--- src/hdl/dao_pkg.sv ---
// Shared types, constants and helper functions of the delayed altitude observer.
`default_nettype none

package dao_pkg;

  localparam int DELAY_DEPTH = 16;
  localparam int IDX_W = (DELAY_DEPTH > 1) ? $clog2(DELAY_DEPTH) : 1;

  localparam int ADDR_W = 5;
  localparam logic [2:0] REG_SAMPLE_TIME = 3'd0;
  localparam logic [2:0] REG_BIAS_DECAY  = 3'd1;
  localparam logic [2:0] REG_GAIN_POS    = 3'd2;
  localparam logic [2:0] REG_GAIN_VEL    = 3'd3;
  localparam logic [2:0] REG_GAIN_BIAS   = 3'd4;
  localparam logic [2:0] REG_DELAY       = 3'd5;

  localparam logic signed [31:0] GRAVITY_Q16 = 32'sd642908;
  localparam logic signed [31:0] SIN_C3 = -32'sd178956868;
  localparam logic signed [31:0] SIN_C5 = 32'sd8947509;
  localparam logic signed [31:0] SIN_C7 = -32'sd212672;
  localparam logic signed [31:0] SIN_C9 = 32'sd2792;

  localparam logic signed [20:0] PI_Q     = 21'sd205887;
  localparam logic signed [20:0] TWO_PI_Q = 21'sd411774;
  localparam logic signed [20:0] HALF_PI_Q = 21'sd102944;
  localparam int MOD_W = 20;
  localparam logic [MOD_W-1:0] MOD_Q = 20'd411774;
  // floor(2^32 / MOD_Q): quotient estimate is exact or one short
  localparam logic [31:0] RECIP_Q = 32'd10430;

  localparam logic [4:0] REDUCE_LAST = 5'd3;
  localparam logic [4:0] SINE_LAST   = 5'd6;
  localparam logic [4:0] TAIL_LAST   = 5'd13;

  typedef enum logic [2:0] {
    S_IDLE,
    S_START,
    S_REDUCE,
    S_SINE,
    S_TAIL,
    S_DONE
  } state_t;

  typedef enum logic [4:0] {
    OP_LDX,
    OP_XX,
    OP_P9,
    OP_P7,
    OP_P5,
    OP_P3,
    OP_PX,
    OP_CPSR,
    OP_CRCP,
    OP_T1,
    OP_T2,
    OP_T3,
    OP_UTS,
    OP_POS,
    OP_VEL,
    OP_TW,
    OP_BIAS,
    OP_RING,
    OP_GP,
    OP_GV,
    OP_GB,
    OP_QP,
    OP_RP,
    OP_QR,
    OP_RR
  } op_t;

  typedef struct packed {
    logic       load_in;
    logic       init_load;
    logic       mod_start;
    logic       exec;
    logic       phase;
    op_t        op;
    logic [1:0] ang;
    logic       out_load;
  } cmd_t;

  typedef struct packed {
    logic is_init;
  } stat_t;

  typedef struct packed {
    logic signed [31:0] sample_time;
    logic signed [31:0] bias_decay;
    logic signed [31:0] gain_pos;
    logic signed [31:0] gain_vel;
    logic signed [31:0] gain_bias;
    logic [3:0]         delay;
  } cfg_t;

  function automatic op_t reduce_op(input logic [1:0] step);
    op_t o;
    case (step)
      2'd0:    o = OP_QP;
      2'd1:    o = OP_RP;
      2'd2:    o = OP_QR;
      default: o = OP_RR;
    endcase
    return o;
  endfunction

  function automatic op_t sine_op(input logic [2:0] step);
    op_t o;
    case (step)
      3'd0:    o = OP_LDX;
      3'd1:    o = OP_XX;
      3'd2:    o = OP_P9;
      3'd3:    o = OP_P7;
      3'd4:    o = OP_P5;
      3'd5:    o = OP_P3;
      3'd6:    o = OP_PX;
      default: o = OP_LDX;
    endcase
    return o;
  endfunction

  function automatic op_t tail_op(input logic [3:0] step);
    op_t o;
    case (step)
      4'd0:    o = OP_CPSR;
      4'd1:    o = OP_CRCP;
      4'd2:    o = OP_T1;
      4'd3:    o = OP_T2;
      4'd4:    o = OP_T3;
      4'd5:    o = OP_UTS;
      4'd6:    o = OP_POS;
      4'd7:    o = OP_VEL;
      4'd8:    o = OP_TW;
      4'd9:    o = OP_BIAS;
      4'd10:   o = OP_RING;
      4'd11:   o = OP_GP;
      4'd12:   o = OP_GV;
      4'd13:   o = OP_GB;
      default: o = OP_GB;
    endcase
    return o;
  endfunction

  // Bring a congruent angle back into [-pi, pi].
  function automatic logic signed [20:0] wrap_pi(input logic signed [20:0] r);
    logic signed [20:0] w;
    if (r > PI_Q) begin
      w = r - TWO_PI_Q;
    end else if (r < -PI_Q) begin
      w = r + TWO_PI_Q;
    end else begin
      w = r;
    end
    return w;
  endfunction

  // Mirror into [-pi/2, pi/2].
  function automatic logic signed [20:0] fold_half(input logic signed [20:0] r);
    logic signed [20:0] f;
    if (r > HALF_PI_Q) begin
      f = PI_Q - r;
    end else if (r < -HALF_PI_Q) begin
      f = -PI_Q - r;
    end else begin
      f = r;
    end
    return f;
  endfunction

endpackage

`default_nettype wire

--- src/hdl/dao_regs.sv ---
// Configuration register file behind the APB-style port.
`default_nettype none

module dao_regs import dao_pkg::*; (
  input  wire logic              clk,
  input  wire logic              rst,
  input  wire logic              psel,
  input  wire logic              penable,
  input  wire logic              pwrite,
  input  wire logic [ADDR_W-1:0] paddr,
  input  wire logic [31:0]       pwdata,
  output logic [31:0]            prdata,
  output logic                   pready,
  output cfg_t                   cfg
);

  cfg_t       regs;
  logic [2:0] index;
  logic       wr;

  assign index  = paddr[4:2];
  assign wr     = psel && penable && pwrite;
  assign pready = 1'b1;
  assign cfg    = regs;

  always_ff @(posedge clk) begin
    if (rst) begin
      regs <= '0;
    end else if (wr) begin
      case (index)
        REG_SAMPLE_TIME: regs.sample_time <= pwdata;
        REG_BIAS_DECAY:  regs.bias_decay  <= pwdata;
        REG_GAIN_POS:    regs.gain_pos    <= pwdata;
        REG_GAIN_VEL:    regs.gain_vel    <= pwdata;
        REG_GAIN_BIAS:   regs.gain_bias   <= pwdata;
        REG_DELAY:       regs.delay       <= pwdata[3:0];
        default: ;
      endcase
    end
  end

  always_comb begin
    case (index)
      REG_SAMPLE_TIME: prdata = regs.sample_time;
      REG_BIAS_DECAY:  prdata = regs.bias_decay;
      REG_GAIN_POS:    prdata = regs.gain_pos;
      REG_GAIN_VEL:    prdata = regs.gain_vel;
      REG_GAIN_BIAS:   prdata = regs.gain_bias;
      REG_DELAY:       prdata = {28'd0, regs.delay};
      default:         prdata = 32'd0;
    endcase
  end

endmodule

`default_nettype wire

--- config.mk ---
export PLATFORM = sky130hd
export DESIGN_NAME = dao_regs
export DESIGN_NICKNAME = d
export VERILOG_FILES = /design/src/hdl/dao_pkg.sv /design/src/hdl/dao_regs.sv
export SDC_FILE = /design/constraint.sdc
export NUM_CORES = 1
export LEC_CHECK = 0
export BUFFER_PORTS_ARGS = -buffer_cell sky130_fd_sc_hd__buf_4
export CAP_MARGIN = 20
export CORE_ASPECT_RATIO = 2
export CORE_UTILIZATION = 30
export DETAILED_ROUTE_END_ITERATION = 10
export GPL_ROUTABILITY_DRIVEN = 0
export GPL_TIMING_DRIVEN = 1
export PLACE_DENSITY_LB_ADDON = 0.25
export SETUP_SLACK_MARGIN = 0.5
export SLEW_MARGIN = 20
export SYNTH_ARGS = -nofsm -noshare
export SYNTH_HDL_FRONTEND = slang
export SYNTH_SLANG_ARGS = --single-unit
--- constraint.sdc ---
create_clock -name clk -period 3.2 [get_ports clk]
set_input_delay 0.16 -clock clk [delete_from_list [all_inputs] [get_ports clk]]
set_output_delay 0.16 -clock clk [all_outputs]
set_load 0.01 [all_outputs]
== Word-level counts from Yosys, hierarchy flattened ==
Cells that the tools add are included.

* Register bits: 164
* Latch bits: 0
* RAM bits: 0
* ROM bits: 0
* Bits of input ports: 42
* Output and inout port bits: 197
* Logic and storage cells: 21
* Memories kept: 0

* Add/sub/neg operators: 0
* $mul: 0
* Divide/modulo/power cells: 0
* $lt $le $gt $ge: 0
* Equality and inequality tests: 5
* Shift operators: 0
* Mux-type cells: 1
* Bitwise operators: 0
* Reduce and logical (&&, ||, !) cells: 9

{| class="wikitable"
|+ Operators with widths
! operator !! number
|-
| one-hot mux 32 bit (6 select lines) || 1
|-
| AND reduction 2 bit || 6
|-
| equality test 3 x 2 -> 1 bit, second input constant || 2
|-
| equality test 3 bit, second input constant || 2
|-
| equality test 3 x 1 -> 1 bit, second input constant || 1
|-
| logical NOT 3 bit || 1
|-
| logical AND 1 bit || 2
|}

== Longest topological paths before layout ==
* Depth after elaboration: 3
* Mapped depth: 7
* Depth with buffers taken out: 3

== Worst setup path after synthesis ==
No wires, ideal clock.

* Kind: input to output
* From: in paddr[3]
* To: out prdata[22]
* Arrival time: 1.203 ns
* Path slack: 1.837 ns
* Stages: 5
* Cell sequence: buf_2 > buf_2 > nor3b_2 > a22oi_1 > o21ai_0

* Cells in the longest elaborated chain, start to end: 2
* Elaborated cells between the ends (all ways): 7
* Classes of those cells: eq/ne (5); mux (1); reduce/logical (1)

{| class="wikitable"
|+ RTL lines
! element !! line !! source
|-
| start, declared || dao_regs.sv:10 || <nowiki>input wire logic [ADDR_W-1:0] paddr,</nowiki>
|-
| equality test 3 bit, or another cell as far along || dao_regs.sv:43 || <nowiki>case (index)</nowiki>
|-
| one-hot mux 32 bit (6 select lines) * || dao_regs.sv:43 ||
|-
| end, declared || dao_regs.sv:12 || <nowiki>output logic [31:0] prdata,</nowiki>
|}

Every way passes the cells marked *; elsewhere a longest branch is shown, timed or not.

== Worst setup path in the final report ==
* From: in paddr[3]
* To: out prdata[1]

Same word-level chain as after synthesis.

==> results.py <==
metrics = {
    "status": {
        "outcome": "finished clean",
    },
    "floorplanning": {
        "core_area_um2": 25700,
        "fp.dieH_um": 230,
        "placementRows": 83,
        "dieWidth_um": 116,
        "die_area_um2": 26800,
        "io_pins": 239,
        "start_util": 0.305,
    },
    "final_layout": {
        "post-route-util": 0.404,
        "n_antenna_cell": 0,
        "syn_to_final_growth_pct": 32.5,
        "layout.nets": 1002,
        "final_area_um2": 10400,
        "drive_above_1_share": 0.294,
        "largest_reg_flops": 164,
    },
    "sta": {
        "setup_viol": 0,
        "rsz0062_at_grt": "false",
        "tns_ns": 0,
        "period_share": 0.633,
        "skew_ns": 0,
        "worst_pin_slew_ns": 0.864,
        "hold_viol": 0,
        "fmax_ghz": 0.493,
        "slew_viol_final": 0,
        "slew_headroom": 0.424,
        "layout_min_cycle_time_ns": 2.03,
    },
    "worst_setup_path": {
        "cp_data_required_time_ns": 3.04,
        "worst_r2r_endpoint": "cfg[105]",
        "reg2reg_depth": 2,
        "end_kind": "output port",
        "r2r-start": "cfg[105]",
        "start_kind": "input pin",
        "worst-r2r-setup-slack_ns": 2.53,
        "critPathArrivalTime_ns": 1.87,
        "critPathKind": "input pin to output port",
        "cp_max_fo": 26,
    },
    "power": {
        "p_switching_uw": 1050,
        "p_comb_frac": 0.082,
        "swShare": 0.244,
        "internal-power_uw": 3250,
        "cellLeakagePower_uw": 0.00506,
        "ir_drop_uv": 340,
        "p_seq_frac": 0.482,
        "power_density_nw_per_um2": 414,
        "power_frac_clock": 0.436,
    },
    "worst_hold_path": {
        "holdPathEnd": "cfg[16]",
        "hp-class": "input pin to register",
        "holdPathStages": 3,
        "min_from": "pwdata[12]",
    },
    "placed_design": {
        "dp_hpwl_um": 17200,
        "dpl_cell_area_um2": 9840,
        "io_buffers": 235,
    },
    "clocking": {
        "numCtsBuffers": 17,
        "clk_pin_slew_ns": 0.06,
        "cts_hold_buf": 0,
        "clock_sinks": 164,
        "cts_tree": "yes",
        "cts_setup_buffers": 0,
        "cts_resized": 0,
        "clk_latency_ns": 0.44,
        "cts-root-buf": "clkbuf_16",
        "cts-htree-levels": 4,
        "cts_buffer_depth": 2,
    },
    "synth": {
        "synth_top_family_by_area": "multiplexers",
        "synth_xor_area_frac": 0,
        "synth_adder_area_share": 0,
        "synthSimpleGateAreaFrac": 0.176,
        "ys_types": 25,
        "synthCells": 753,
        "avgSynthCellArea_um2": 10.4,
        "seq_area_frac_synth": 0.420,
        "synth.cell_area_um2": 7830,
        "yosys_warnings": 0,
        "synthMuxAreaShare": 0.297,
        "syn_nets": 795,
        "synth-compound-area-share": 0.0659,
        "synth-seq-cells": 164,
    },
    "global_routing": {
        "grt_pass1_vias": 6261,
        "grt_pass1_wl_um": 37600,
        "antenna_found_initial": 0,
        "grt_max_degree": 89,
        "overflow": 0,
        "grt_usage": 0.192,
    },
    "routing": {
        "drc": 0,
        "vias": 6181,
        "avgViaCountPerCell": 4.71,
        "dr.pass1.iters": 4,
        "postRouteWirelength_um": 25000,
        "wl_per_cell_um": 19.0,
        "ant_nets": 0,
        "first_iter_violations": 174,
    },
    "run": {
        "maxCapViolations": 0,
    },
}
-- synthesized netlist by cell type --
cell type  count  area share
nand3b_1       1     0.00096
clkbuf_1      32       0.015
and4b_1        1      0.0013
nor2_1         1     0.00048
o221ai_1      11       0.012
and2_1         2      0.0016
conb_1         1     0.00048
nor3b_2        1      0.0016
buf_4         15       0.014
o2bb2ai_1     17       0.019
nand2b_1     198        0.16
buf_6          3      0.0043
o21ai_0       22       0.014
and4_1         1      0.0011
dfxtp_1      164        0.42
o22a_1         2      0.0022
mux2i_1      229        0.29
nand2_2        2      0.0016
a22oi_1        1     0.00096
mux2_2         3      0.0043
nor2b_1        2      0.0016
buf_2         10      0.0064
or2_2          1     0.00080
nand2_1       15      0.0072
o21a_1        18       0.017
-- worst max-delay path, cell delays in order --
cell     delay (ns)
buf_4          0.40
buf_4          0.42
or2_2          0.45
o22a_1         0.18
o21ai_0        0.09
buf_4          0.16
-- logic make-up after synthesis --
logic type,Yosys count
AND/OR/NAND/NOR,225
multiplexers,232
flip-flops,164
buffers and inverters,60
other,1
AO/OA/AOI/OAI,71
-- per-layer routing --
| metal | vias up | global-route usage | wire length [um] |
|---|---|---|---|
| met4 | 0 | 0.0629 | 370 |
| li1 | 3014 | - | - |
| met2 | 146 | 0.359 | 13900 |
| met1 | 3003 | 0.206 | 9630 |
| met3 | 18 | 0.0465 | 1080 |
| met5 | - | 0 | 0 |
-- area by class of cell --
cell class,instances,area (um^2)
Clock buffer,24,472
Multi-Input combinational cell,529,4240
Tap cell,340,425
Fill cell,2607,15300
Clock inverter,8,53.8
Timing Repair Buffer,248,1900
Sequential cell,164,3280
-- placed cells by master, fill, tap and decap left out, drive strengths merged --
cell type  count
nor2           1
clkinv         4
and2           2
and4b          1
or2            1
buf          248
nor2b          2
o21a          18
nor3b          1
clkbuf        24
and4           1
nand2         17
o2bb2ai       17
o221ai        11
dfxtp        164
nand2b       198
a22oi          1
conb           1
o22a           2
o21ai         22
mux2i        229
nand3b         1
clkinvlp       4
mux2           3
-- power by group through the flow --
stage	Clock, uW	Combinational, uW	Sequential [uW]
CTS	1940	360	2070
floorplan	0	205	2120
global route	2020	380	2070
global placement	0	360	2120
detailed placement	0	359	2120
finish	1870	352	2070
-- through the flow --
step	hold slack, ns	cells	worst slack, ns	power [uW]
2_1_floorplan	0.401	753	1.84	2320
3_3_place_gp	0.475	1281	1.11	2480
3_5_place_dp	0.481	1281	1.10	2470
4_1_cts	0.0586	1313	1.11	4370
5_1_grt	0.0699	1313	1.04	4470
6_report	0.0787	1313	1.17	4290
-- worst max path at each step --
| stage | end | cells after the start | start | slack [ns] |
|---|---|---|---|---|
| floorplan | prdata[22] | 5 | paddr[3] | 1.84 |
| detailed placement | cfg[68] | 5 | paddr[3] | 1.10 |
| global route | prdata[0] | 5 | paddr[4] | 1.04 |
| global placement | prdata[1] | 6 | paddr[3] | 1.11 |
| CTS | prdata[1] | 5 | paddr[4] | 1.11 |
| finish | prdata[1] | 6 | paddr[3] | 1.17 |
Power figures use the tool's default switching activity.
