<file path="src/hdl/dao_pkg.sv">
// Shared types, constants and helper functions of the delayed altitude observer.
`default_nettype none

package dao_pkg;

  localparam int DELAY_DEPTH = 16;
  localparam int IDX_W = (DELAY_DEPTH > 1) ? $clog2(DELAY_DEPTH) : 1;

  localparam int ADDR_W = 5;
  localparam logic [2:0] REG_SAMPLE_TIME = 3'd0;
  localparam logic [2:0] REG_BIAS_DECAY  = 3'd1;
  localparam logic [2:0] REG_GAIN_POS    = 3'd2;
  localparam logic [2:0] REG_GAIN_VEL    = 3'd3;
  localparam logic [2:0] REG_GAIN_BIAS   = 3'd4;
  localparam logic [2:0] REG_DELAY       = 3'd5;

  localparam logic signed [31:0] GRAVITY_Q16 = 32'sd642908;
  localparam logic signed [31:0] SIN_C3 = -32'sd178956868;
  localparam logic signed [31:0] SIN_C5 = 32'sd8947509;
  localparam logic signed [31:0] SIN_C7 = -32'sd212672;
  localparam logic signed [31:0] SIN_C9 = 32'sd2792;

  localparam logic signed [20:0] PI_Q     = 21'sd205887;
  localparam logic signed [20:0] TWO_PI_Q = 21'sd411774;
  localparam logic signed [20:0] HALF_PI_Q = 21'sd102944;
  localparam int MOD_W = 20;
  localparam logic [MOD_W-1:0] MOD_Q = 20'd411774;
  // floor(2^32 / MOD_Q): quotient estimate is exact or one short
  localparam logic [31:0] RECIP_Q = 32'd10430;

  localparam logic [4:0] REDUCE_LAST = 5'd3;
  localparam logic [4:0] SINE_LAST   = 5'd6;
  localparam logic [4:0] TAIL_LAST   = 5'd13;

  typedef enum logic [2:0] {
    S_IDLE,
    S_START,
    S_REDUCE,
    S_SINE,
    S_TAIL,
    S_DONE
  } state_t;

  typedef enum logic [4:0] {
    OP_LDX,
    OP_XX,
    OP_P9,
    OP_P7,
    OP_P5,
    OP_P3,
    OP_PX,
    OP_CPSR,
    OP_CRCP,
    OP_T1,
    OP_T2,
    OP_T3,
    OP_UTS,
    OP_POS,
    OP_VEL,
    OP_TW,
    OP_BIAS,
    OP_RING,
    OP_GP,
    OP_GV,
    OP_GB,
    OP_QP,
    OP_RP,
    OP_QR,
    OP_RR
  } op_t;

  typedef struct packed {
    logic       load_in;
    logic       init_load;
    logic       mod_start;
    logic       exec;
    logic       phase;
    op_t        op;
    logic [1:0] ang;
    logic       out_load;
  } cmd_t;

  typedef struct packed {
    logic is_init;
  } stat_t;

  typedef struct packed {
    logic signed [31:0] sample_time;
    logic signed [31:0] bias_decay;
    logic signed [31:0] gain_pos;
    logic signed [31:0] gain_vel;
    logic signed [31:0] gain_bias;
    logic [3:0]         delay;
  } cfg_t;

  function automatic op_t reduce_op(input logic [1:0] step);
    op_t o;
    case (step)
      2'd0:    o = OP_QP;
      2'd1:    o = OP_RP;
      2'd2:    o = OP_QR;
      default: o = OP_RR;
    endcase
    return o;
  endfunction

  function automatic op_t sine_op(input logic [2:0] step);
    op_t o;
    case (step)
      3'd0:    o = OP_LDX;
      3'd1:    o = OP_XX;
      3'd2:    o = OP_P9;
      3'd3:    o = OP_P7;
      3'd4:    o = OP_P5;
      3'd5:    o = OP_P3;
      3'd6:    o = OP_PX;
      default: o = OP_LDX;
    endcase
    return o;
  endfunction

  function automatic op_t tail_op(input logic [3:0] step);
    op_t o;
    case (step)
      4'd0:    o = OP_CPSR;
      4'd1:    o = OP_CRCP;
      4'd2:    o = OP_T1;
      4'd3:    o = OP_T2;
      4'd4:    o = OP_T3;
      4'd5:    o = OP_UTS;
      4'd6:    o = OP_POS;
      4'd7:    o = OP_VEL;
      4'd8:    o = OP_TW;
      4'd9:    o = OP_BIAS;
      4'd10:   o = OP_RING;
      4'd11:   o = OP_GP;
      4'd12:   o = OP_GV;
      4'd13:   o = OP_GB;
      default: o = OP_GB;
    endcase
    return o;
  endfunction

  // Bring a congruent angle back into [-pi, pi].
  function automatic logic signed [20:0] wrap_pi(input logic signed [20:0] r);
    logic signed [20:0] w;
    if (r > PI_Q) begin
      w = r - TWO_PI_Q;
    end else if (r < -PI_Q) begin
      w = r + TWO_PI_Q;
    end else begin
      w = r;
    end
    return w;
  endfunction

  // Mirror into [-pi/2, pi/2].
  function automatic logic signed [20:0] fold_half(input logic signed [20:0] r);
    logic signed [20:0] f;
    if (r > HALF_PI_Q) begin
      f = PI_Q - r;
    end else if (r < -HALF_PI_Q) begin
      f = -PI_Q - r;
    end else begin
      f = r;
    end
    return f;
  endfunction

endpackage

`default_nettype wire

</file>
<file path="src/hdl/dao_ctrl.sv">
// Sequencer: handshakes, angle reduction timing and the multiply schedule.
`default_nettype none

module dao_ctrl import dao_pkg::*; (
  input  wire logic clk,
  input  wire logic rst,
  input  wire logic in_valid,
  output logic      in_ready,
  output logic      out_valid,
  input  wire logic out_ready,
  input  stat_t     stat,
  output cmd_t      cmd
);

  state_t     state, state_next;
  logic [4:0] cnt, cnt_next;
  logic [1:0] ang, ang_next;
  logic       phase, phase_next;
  logic       out_valid_next;

  always_ff @(posedge clk) begin
    if (rst) begin
      state     <= S_IDLE;
      cnt       <= '0;
      ang       <= '0;
      phase     <= 1'b0;
      out_valid <= 1'b0;
    end else begin
      state     <= state_next;
      cnt       <= cnt_next;
      ang       <= ang_next;
      phase     <= phase_next;
      out_valid <= out_valid_next;
    end
  end

  always_comb begin
    state_next = state;
    cnt_next   = cnt;
    ang_next   = ang;
    phase_next = phase;
    in_ready   = 1'b0;
    cmd        = '0;
    cmd.phase  = phase;
    cmd.ang    = ang;
    if (state == S_TAIL) begin
      cmd.op = tail_op(cnt[3:0]);
    end else if (state == S_REDUCE) begin
      cmd.op = reduce_op(cnt[1:0]);
    end else begin
      cmd.op = sine_op(cnt[2:0]);
    end

    case (state)
      S_IDLE: begin
        in_ready = 1'b1;
        if (in_valid) begin
          cmd.load_in = 1'b1;
          state_next  = S_START;
        end
      end
      S_START: begin
        if (stat.is_init) begin
          cmd.init_load = 1'b1;
          state_next    = S_DONE;
        end else begin
          cmd.mod_start = 1'b1;
          cnt_next      = '0;
          phase_next    = 1'b0;
          state_next    = S_REDUCE;
        end
      end
      S_REDUCE: begin
        cmd.exec   = 1'b1;
        phase_next = ~phase;
        if (phase) begin
          cnt_next = cnt + 5'd1;
          if (cnt == REDUCE_LAST) begin
            cnt_next   = '0;
            ang_next   = '0;
            state_next = S_SINE;
          end
        end
      end
      S_SINE: begin
        cmd.exec   = 1'b1;
        phase_next = ~phase;
        if (phase) begin
          cnt_next = cnt + 5'd1;
          if (cnt == SINE_LAST) begin
            cnt_next = '0;
            ang_next = ang + 2'd1;
            if (ang == 2'd3) begin
              state_next = S_TAIL;
            end
          end
        end
      end
      S_TAIL: begin
        cmd.exec   = 1'b1;
        phase_next = ~phase;
        if (phase) begin
          cnt_next = cnt + 5'd1;
          if (cnt == TAIL_LAST) begin
            cnt_next   = '0;
            state_next = S_DONE;
          end
        end
      end
      S_DONE: begin
        // hold the result until the output register is free
        if (!out_valid || out_ready) begin
          cmd.out_load = 1'b1;
          state_next   = S_IDLE;
        end
      end
      default: begin
        state_next = S_IDLE;
      end
    endcase

    if (cmd.out_load) begin
      out_valid_next = 1'b1;
    end else if (out_ready) begin
      out_valid_next = 1'b0;
    end else begin
      out_valid_next = out_valid;
    end
  end

`ifndef SYNTHESIS
  a_no_overwrite: assert property (@(posedge clk) disable iff (rst)
    cmd.out_load |-> (!out_valid || out_ready))
    else $error("result register overwritten before transfer");

  a_accept_starts: assert property (@(posedge clk) disable iff (rst)
    (in_valid && in_ready) |=> (state == S_START))
    else $error("accepted item did not start");

  a_phase_pairs: assert property (@(posedge clk) disable iff (rst)
    (state == S_SINE && !phase) |=> (state == S_SINE && phase))
    else $error("multiply step lost its write-back phase");

  a_sine_step: assert property (@(posedge clk) disable iff (rst)
    (state == S_SINE) |-> (cnt <= SINE_LAST))
    else $error("sine step out of range");
`endif

endmodule

`default_nettype wire

</file>
<file path="config.mk">
export PLATFORM = sky130hd
export DESIGN_NAME = dao_ctrl
export DESIGN_NICKNAME = d
export VERILOG_FILES = /design/src/hdl/dao_pkg.sv /design/src/hdl/dao_ctrl.sv
export SDC_FILE = /design/constraint.sdc
export NUM_CORES = 1
export LEC_CHECK = 0
export BUFFER_PORTS_ARGS = -buffer_cell sky130_fd_sc_hd__buf_2
export CORE_MARGIN = 5
export CORE_UTILIZATION = 50
export DETAILED_ROUTE_END_ITERATION = 6
export PLACE_DENSITY = 0.7
export SYNTH_ARGS = -nofsm -noshare
export SYNTH_HDL_FRONTEND = slang
export SYNTH_SLANG_ARGS = --single-unit
</file>
<file path="constraint.sdc">
create_clock -name clk -period 2.4 [get_ports clk]
set_input_delay 0.48 -clock clk [delete_from_list [all_inputs] [get_ports clk]]
set_output_delay 0.48 -clock clk [all_outputs]
set_load 0.01 [all_outputs]
</file>
After elaboration in Yosys (flattened, before gate mapping)
Memories as Yosys holds them, arrays and structs flattened. A register that Yosys moved wholly into a read port is not among the register bits.
Cells that the tools add are included.

storage, ports and cells
  word-level logic and storage cells = 92
  memories kept = 1
  bits in read-only memories = 80
  input bits = 5
  output and inout bits = 15
  register bits = 12

memories
  name              words  width  rd ports  clocked after memory_dff  write ports  line            text
  (name not given)  16     5      1         1                         0            dao_pkg.sv:124  case (step)

operators by class
  mux-type cells = 43
  bitwise gates (word level) = 1
  add/sub/neg operators = 2
  equal/unequal tests = 27
  reductions and logical operators = 13

operators by type and width
  operator               number
  $mux W5                9
  $pmux W3 S6            2
  $mux W3                10
  $pmux W5 S4            1
  $ne A2 B2 Y1 const B   8
  $eq A3 B3 Y1 const B   5
  $eq A3 B2 Y1 const B   4
  $pmux W4 S3            1
  $mux W1                11
  $mux W2                5
  $reduce_and A5 Y1      2
  $reduce_and A9 Y1      1
  $mux W4                2
  $eq A3 B1 Y1 const B   2
  $reduce_bool A2 Y1     3
  $add A5 B1 Y5 const B  1
  $eq A5 B2 Y1 const B   1
  $eq A5 B3 Y1 const B   1
  $eq A5 B4 Y1 const B   1
  $eq A2 B2 Y1 const B   2
  $ne A2 B1 Y1 const B   2
  $pmux W2 S2            1
  $reduce_bool A4 Y1     1
  $logic_not A3 Y1       1
  other kinds (9)        9

Longest topological paths before layout
  depth in word-level cells = 6
  depth in mapped cells = 11
  gate-level depth less buffers = 11

Worst setup path before layout
No wires, ideal clock.

  path type = register to register
  from = register cnt[0]
  to = register with a tool-made name
  library setup time = 0.072 ns
  slack = 0.325 ns
  buffers on the path = 0
  required time = 2.328 ns
  cell stages (with the launch flop) = 8
  clock period less this slack = 2.075 ns
  arrival time = 2.003 ns
  path through = dfxtp_1 -> inv_1 -> ha_1 -> a311o_1 -> a2111oi_2 -> a221o_2 -> a21boi_4 -> mux2i_1

RTL lines
  element                 line            text
  start, declared         dao_ctrl.sv:16  logic [4:0] cnt, cnt_next;
  start signal, assigned  dao_ctrl.sv:30  cnt <= cnt_next;

==> results_dict.tcl <==
set metrics [dict create \
    tritoncts "done" \
    grt.busiest_layer "met2" \
    ys_seq_area_share_pct 27.6 \
    crit_path_top_delay_cell "dfxtp_2" \
    antenna_found_initial 0 \
    setup_viol 0 \
    max-cap-violations 0 \
    reg2reg_setup_slack_ns 0.16 \
    post-route-drc-count 0 \
    r2r-start "cnt[1]" \
    layout_commonest_cell "buf_2" \
    grt_start_max_net_pins 17 \
    grt_pass1_wl_um 4880 \
    finalWirelength_um 2940 \
    netlist_area_mm2 0.00123 \
    clkTransAtPathRegs_ns 0.10 \
    syn_to_final_growth_pct 17.3 \
    cts_buffers 3 \
    fin_crit_ns 2.26 \
    use_met3_pct 3.27 \
    gp_congestion 0.839 \
    met2_usage_pct 27.8 \
    switching_share_pct 42.9 \
    drt_first_pass_iters 5 \
    crit_chain "inv_1, ha_2, o31ai_4, a22oi_1, a21oi_1, a21oi_1, buf_2" \
    ys_types 52 \
    power.density_mw_per_mm2 747 \
    synthFlopType "dfxtp_1" \
    clock-sinks 17 \
    pwr-share-comb_pct 51.0 \
    port-buffer-count 19 \
    cp-start-kind "flop" \
    clock_latency_ns 0.29 \
    hold_path_depth 2 \
    setup.worst_path.end_class "output pin" \
    status "finished clean" \
    die_height_um 59.6 \
    p_clk_share_pct 14.7 \
    rows 18 \
    ff2ff_path_depth 7 \
    final-hold-violation-count 0 \
    clk_path_buf_depth 2 \
    synth_edf_count 0 \
    yosys.area.top_type_share_pct 27.6 \
    internal-power_uw 616 \
    worstPathMaxFanout 6 \
    met1_usage_pct 23.1 \
    grt_pass1_vias 1095 \
    path_delay_family "compound AO/OA/AOI/OAI gates" \
    cp.buffers_inverters 2 \
    hold_path.class "reg2reg" \
    p_seq_share_pct 34.3 \
    slew_headroom_pct 67.6 \
    peakVddDrop_mv 0.489 \
    synth_nets 167 \
    synth-seq-cells 17 \
    via_count 1213 \
    fin_area_mm2 0.00144 \
    cpMostUsedCell "a21oi_1" \
    vias_per_cell 5.92 \
    dr.first_iter.drc_count 74 \
    p_leak_uw 0.000603 \
    initial_core_util_pct 51.1 \
    die_w_um 59.6 \
    insertedDiodeCount 0 \
    min_period_over_period_pct 94.3 \
    overflow 0 \
    nets 188 \
    skew_ns 0.00513 \
    power_switching_uw 462 \
    min_to "ang[1]" \
    cts_root_buf "clkbuf_4" \
    core_region_area_mm2 0.00241 \
    holdWs_ns 0.482 \
    reg2reg_to "state[2]" \
    htree_levels 1 \
    yosys-top-cells-area "dfxtp_1 (28%), ha_1 (7.1%), o21ai_0 (5.3%)" \
    timing.setup.critical_path_class "reg2out" \
    syn-instance-count 155 \
    drt-wirelength-per-cell_um 14.3 \
    slowest_delay_ns 0.42 \
    maxSlewViolCount 0 \
    fmax_ghz 0.442 \
    required_ns 1.92 \
    power_uw 1080 \
    die-area_mm2 0.00355 \
    synthArstFlopShare_pct 0 \
    mostFrequentLayoutCells "buf_2 (19), o21ai_0 (13), nor2_1 (12), nand2_1 (12), dfxtp_1 (12)" \
    grt_use_total_pct 17.9 \
    ios 20 \
    yosysTopAreaCell "dfxtp_1" \
    dp_hpwl_um 2150 \
    hp-start "ang[1]" \
    tightest_slew_ns 0.485 \
    ant_nets 0 \
    drive_gt1_share_pct 28.6 \
    avgSynthCellArea_um2 7.94 \
    yosysWarnings 0 \
    fin_util_pct 59.9 \
    crit_arrival_ns 1.78 \
    placed_area_mm2 0.00135 \
]
[logic make-up (layout without fill, tap and decap cells)]
group	after synthesis	in the layout	share of synthesized area, %
compound gates	49	49	29.0
fa+ha+maj	7	7	7.11
simple gates	57	57	25.3
buf+inv	21	41	7.82
xor+xnor	1	1	0.712
flops	17	17	27.6
mux	3	3	2.44
[worst reg2reg max path, cell delays in order (launching register included)]
cell and delay, ns:
dfxtp_2 0.42, ha_2 0.25, nor3b_1 0.26, a311o_1 0.25, nand2_2 0.15, a211o_1 0.32, or3_1 0.36, a21oi_1 0.15
[area by class of cell]
| cell class | count | area (um2) |
|---|---|---|
| inverters | 12 | 45.0 |
| clock buffers | 4 | 26.3 |
| multi-input cells | 117 | 848 |
| fillers | 225 | 966 |
| repair buffers | 25 | 140 |
| well taps | 30 | 37.5 |
| flip-flops and latches | 17 | 347 |
[metrics by stage]
stage          setup TNS (ns)  cells  setup WS, ns
2_1_floorplan               0    155         0.325
3_3_place_gp                0    200         0.182
3_5_place_dp                0    200         0.151
4_1_cts                     0    204       0.00687
5_1_grt               -0.0290    205       -0.0146
6_report                    0    205         0.136
[synthesized netlist by cell type (all sizes together), types with 3 or more instances]
library cell	n
dfxtp	17
o21ai	15
nor2	14
nand2	13
a21oi	12
inv	12
ha	7
nand3	6
buf	5
clkbuf	4
nand2b	4
and2	3
mux2i	3
nor3	3
[layer usage]
metal / wire length [um] / vias to the layer above
li1: - / 591
met1: 1300 / 574
met2: 1390 / 42
met3: 186 / 6
met4: 63 / 0
met5: 0 / -
[power groups by stage]
stage / Combinational [uW] / Clock [uW] / Sequential [uW]
final: 549 / 159 / 370
after global routing: 612 / 181 / 377
after CTS: 523 / 163 / 365
after detailed placement: 519 / 0 / 371
after global placement: 513 / 0 / 369
after floorplan: 395 / 0 / 343
[repair_timing]
| item | in CTS | in global routing |
|---|---|---|
| endpoints found under the setup margin | 1 | 10 |
| buffers inserted | 0 | 1 |
| resized for setup | 2 | 13 |
| pin swaps | 0 | 2 |
| hold buffers | 0 | 0 |
[how the worst max path moves through the flow]
stage	slack, ns	from	cells past startpoint	endpoint
2_1_floorplan	0.33	cnt[0]	7	flop
3_3_place_gp	0.18	cnt[1]	7	flop
3_5_place_dp	0.15	cnt[0]	7	flop
4_1_cts	0.007	cnt[1]	8	cmd[3]
5_1_grt	-0.01	cnt[1]	8	cmd[3]
6_report	0.14	cnt[1]	7	cmd[5]
No activity file was read; power rests on OpenSTA's default activity.
